==> src/sv/ptfl_pkg.sv <==
// Shared types and constants for the page table free-list allocator.
// No dependencies; imported by every module of the block except ptfl_ram.
package ptfl_pkg;

    // Parameter defaults
    localparam int TABLE_PAGES_DEF    = 4096;
    localparam int FILE_PAGE_BITS_DEF = 32;

    // Fixed field widths of the stream words
    localparam int PAGE_ID_W   = 12;
    localparam int FILE_PAGE_W = 32;
    localparam int STATUS_W    = 2;
    localparam int LIVE_W      = 13;
    localparam int MODE_W      = 2;

    // Input tdata: page id, file page (low to high), padded to bytes
    localparam int IN_TDATA_W  = 48;
    // Output tdata: granted page, file page found, mapped, status, live count
    localparam int OUT_TDATA_W = 64;

    // Output field positions
    localparam int OUT_FP_LSB     = PAGE_ID_W;
    localparam int OUT_MAPPED_BIT = OUT_FP_LSB + FILE_PAGE_W;
    localparam int OUT_STATUS_LSB = OUT_MAPPED_BIT + 1;
    localparam int OUT_LIVE_LSB   = OUT_STATUS_LSB + STATUS_W;

    typedef enum logic [MODE_W-1:0] {
        MODE_ALLOC  = 2'd0,
        MODE_FREE   = 2'd1,
        MODE_MAP    = 2'd2,
        MODE_LOOKUP = 2'd3
    } t_mode;

    // Entry tag, low two bits of each table entry
    typedef enum logic [1:0] {
        TAG_UNMAPPED = 2'd0,
        TAG_MAPPED   = 2'd1,
        TAG_LINK     = 2'd2,
        TAG_TAIL     = 2'd3
    } t_tag;

    typedef enum logic [STATUS_W-1:0] {
        ST_OK    = 2'd0,
        ST_FULL  = 2'd1,
        ST_RANGE = 2'd2
    } t_status;

    // Controller to datapath commands
    typedef struct packed {
        logic accept;   // latch input word, launch table read
        logic fire;     // execute, write table, load output word
    } t_cmd;

endpackage

==> src/sv/ptfl_ctrl.sv <==
// Sequencer for the allocator: handshakes and the two-step read/execute flow.
// Depends on ptfl_pkg.
module ptfl_ctrl (
    input  logic            i_clk,
    input  logic            i_rst_n,
    input  logic            i_in_valid,
    output logic            o_in_ready,
    output logic            o_out_valid,
    input  logic            i_out_ready,
    output ptfl_pkg::t_cmd  o_cmd
);
    import ptfl_pkg::*;

    typedef enum logic [1:0] {
        S_IDLE = 2'b01,
        S_EXEC = 2'b10
    } t_state;

    t_state r_state, n_state;
    logic   r_out_valid, n_out_valid;
    logic   fire;

    // execute once the output register is free or draining this cycle
    assign fire = (r_state == S_EXEC) && (!r_out_valid || i_out_ready);

    always_comb begin
        n_state = r_state;
        unique case (r_state)
            S_IDLE: begin
                if (i_in_valid) begin
                    n_state = S_EXEC;
                end
            end
            S_EXEC: begin
                if (fire) begin
                    n_state = S_IDLE;
                end
            end
            default: n_state = S_IDLE;
        endcase
    end

    always_comb begin
        n_out_valid = r_out_valid;
        if (fire) begin
            n_out_valid = 1'b1;
        end else if (i_out_ready) begin
            n_out_valid = 1'b0;
        end
    end

    always_ff @(posedge i_clk) begin
        if (!i_rst_n) begin
            r_state     <= S_IDLE;
            r_out_valid <= 1'b0;
        end else begin
            r_state     <= n_state;
            r_out_valid <= n_out_valid;
        end
    end

    assign o_in_ready  = (r_state == S_IDLE);
    assign o_out_valid = r_out_valid;
    assign o_cmd       = '{accept: (r_state == S_IDLE) && i_in_valid, fire: fire};

endmodule

==> config.mk <==
export PLATFORM = sky130hd
export DESIGN_NAME = ptfl_ctrl
export DESIGN_NICKNAME = d
export VERILOG_FILES = /design/src/sv/ptfl_pkg.sv /design/src/sv/ptfl_ctrl.sv
export SDC_FILE = /design/constraint.sdc
export NUM_CORES = 1
export LEC_CHECK = 0
export BUFFER_PORTS_ARGS = -buffer_cell sky130_fd_sc_hd__buf_2
export CAP_MARGIN = 20
export CORE_AREA = 3 3 40 42
export DETAILED_ROUTE_END_ITERATION = 16
export DIE_AREA = 0 0 43 45
export PLACE_DENSITY = 0.32
export SETUP_SLACK_MARGIN = 0.3
export SYNTH_ARGS = -nofsm -noshare
export SYNTH_HDL_FRONTEND = slang
export SYNTH_SLANG_ARGS = --single-unit
==> constraint.sdc <==
create_clock -name i_clk -period 0.83 [get_ports i_clk]
set_input_delay 0.166 -clock i_clk [delete_from_list [all_inputs] [get_ports i_clk]]
set_output_delay 0.166 -clock i_clk [all_outputs]
set_load 0.02 [all_outputs]
==> results_dict.tcl <==
set metrics [dict create \
    status "finished, violations left" \
    violations "setup timing" \
    synth_most_common_cell "dfxtp_1" \
    port_buffers 7 \
    cts.sinks 3 \
    synth.area.top_cells "dfxtp_1 (45%), and4bb_1 (9.3%), nand2b_1 (9.3%), nor2b_1 (9.3%), and3b_1 (6.5%)" \
    synth_common_cells "dfxtp_1 (3), nand2b_1 (2), nor2b_1 (2)" \
    die_x_um 43 \
    crit_chain "and3b_2 > buf_6" \
    vias 145 \
    syn-instance-count 13 \
    grt.total_usage 0.0515 \
    clock_skew_ps 1.69 \
    diodes 0 \
    power.switching_fraction 0.233 \
    ys_ff_latch 3 \
    holdPathStages 2 \
    cp-end-kind "primary output" \
    cpPeakStageDelay_ps 360 \
    rsz0062_at_grt "yes" \
    synth_area_um2 134 \
    postSynthNetCount 17 \
    power_density_nw_per_um2 1670 \
    yosysTopAreaCell "dfxtp_1" \
    boundaryPins 8 \
    worst_slack_ps -293 \
    p_comb_frac 0.164 \
    wire_per_inst_um 9.33 \
    vdd_drop_max_v 0.000311 \
    fill_cells 147 \
    clock.fmax_ghz 0.891 \
    reg2reg_slack_ps -170 \
    power.total_uw 494 \
    h-tree-depth 1 \
    grt_pass1_vias 140 \
    die-area_um2 1940 \
    p_switching_uw 115 \
    synth-edff-count 0 \
    relSlewSlack 0.930 \
    drc 0 \
    finalSetupTns_ps -1020 \
    area_growth_pct 121 \
    startpoint "r_state[1]" \
    crit_fanout 4 \
    critPathLaunchType "flop" \
    yosysSeqAreaShare 0.449 \
    ant_nets 0 \
    post-route-cell-area_um2 295 \
    synth_cell_type_count 9 \
    r2r_start "r_state[1]" \
    min_from "i_rst_n" \
    timing_hold_violations_final 0 \
    std_cell_rows 13 \
    synth.avg_cell_area_um2 10.3 \
    place_area_um2 201 \
    synthFlopType "dfxtp_1" \
    grt_overflow_total 0 \
    setup_viol 7 \
    slowest_stage "dfxtp_2" \
    async_flop_share 0 \
    power_frac_clock 0.515 \
    ctsHoldBuffers 0 \
    drive_gt1_frac 0.778 \
    first_pass_iters 2 \
    vias_per_cell 3.45 \
    root_buffer "clkbuf_4" \
    worstMarginPinSlew_ps 105 \
    critPathKind "flop to primary output" \
    die-height_um 45 \
    cts_max_path_buffers 2 \
    layout_min_cycle_time_ps 1120 \
    placed_cells 36 \
    drt_iter0_drc 1 \
    insertion_delay_ps 230 \
    synth_top_area_frac 0.449 \
    layout_worst_path_cycle_share 1.35 \
    crit_required_ps 660 \
    drv_cap 0 \
    cts_tree "done" \
    fin_cells 42 \
    ys_warn_count 0 \
    p_leak_uw 0.000144 \
    cp.arrival_ps 960 \
    finalMaxSlewViolations 0 \
    antenna_found_initial 0 \
    hp-class "input port to flop" \
    grt_pass1_wl_um 572 \
    wirelength_um 392 \
    layout.nets 32 \
    cts.clk_slew.worst_paths_ps 40 \
    initial_core_util 0.104 \
    p_int_uw 379 \
    globalplace.congestion 0.662 \
    p_seq_frac 0.321 \
    grt_max_degree 5 \
    cts_buffers 3 \
    core_um2 1280 \
    rr_worst_depth 3 \
]
[kinds of logic (layout without fill, tap and decap cells)]
family | Yosys count | after routing | synth area share
simple gates | 6 | 6 | 0.346
compound gates | 3 | 3 | 0.150
flops | 3 | 3 | 0.449
buf+inv | 1 | 15 | 0.0561
[layout by cell type, fill, tap and decap left out, types with 2 or more instances in the layout]
cell,count
nand2b_4,2
clkbuf_4,3
buf_6,5
dfxtp_2,2
buf_4,3
buf_2,3
[final timing paths]
check / to
worst min-delay path: r_state[0]
worst max register to register: r_state[1]
worst max-delay path: o_cmd[1]
worst min register to register: o_out_valid
[layer usage]
| layer | routed length [um] | up-vias | track usage | share of wire |
|---|---|---|---|---|
| met5 | 0 | - | 0 | 0 |
| met4 | 0 | 0 | 0.0723 | 0 |
| met3 | 40 | 0 | 0.0518 | 0.10 |
| met2 | 226 | 5 | 0.0719 | 0.58 |
| met1 | 126 | 68 | 0.0312 | 0.32 |
| li1 | - | 72 | - | - |
[power by group through the flow]
stage,Combinational (uW),Clock [uW],Sequential [uW]
finish,81.1,254,158
global route,86.6,286,160
CTS,75.0,270,158
detailed placement,54.0,0,157
global placement,53.9,0,157
floorplan,32.8,0,157
[sequential cells by signal (all words and copies together) (netlist names)]
register and flops:
o_out_valid 1, r_state 2
[stage by stage]
step | hold WS, ps | utilization | setup slack [ps]
3_3_place_gp | 375 | 0.157 | -55.0
2_1_floorplan | 246 | - | -27.8
3_5_place_dp | 376 | 0.157 | -82.3
4_1_cts | 117 | 0.212 | -297
5_1_grt | 130 | 0.230 | -332
6_report | 127 | 0.230 | -293
[worst max-delay path: cells and delay by family (launching register included)]
family,cells,cell delay (ps)
simple gates,1,230
buf+inv,1,130
flops,1,360
[layout make-up]
class,instances,area [um^2],share of cell area
Tap cell,15,18.8,0.0636
Sequential cell,3,66.3,0.225
Timing Repair Buffer,11,93.8,0.318
Clock buffer,4,26.3,0.0890
Multi-Input combinational cell,9,90.1,0.305
[timing repair]
action                     in CTS  in global routing
setup endpoints to repair       7                  7
pin swaps                       1                  0
resized for setup               9                  5
buffers inserted                2                  0
Note: power is estimated with default switching activity, not from simulation.
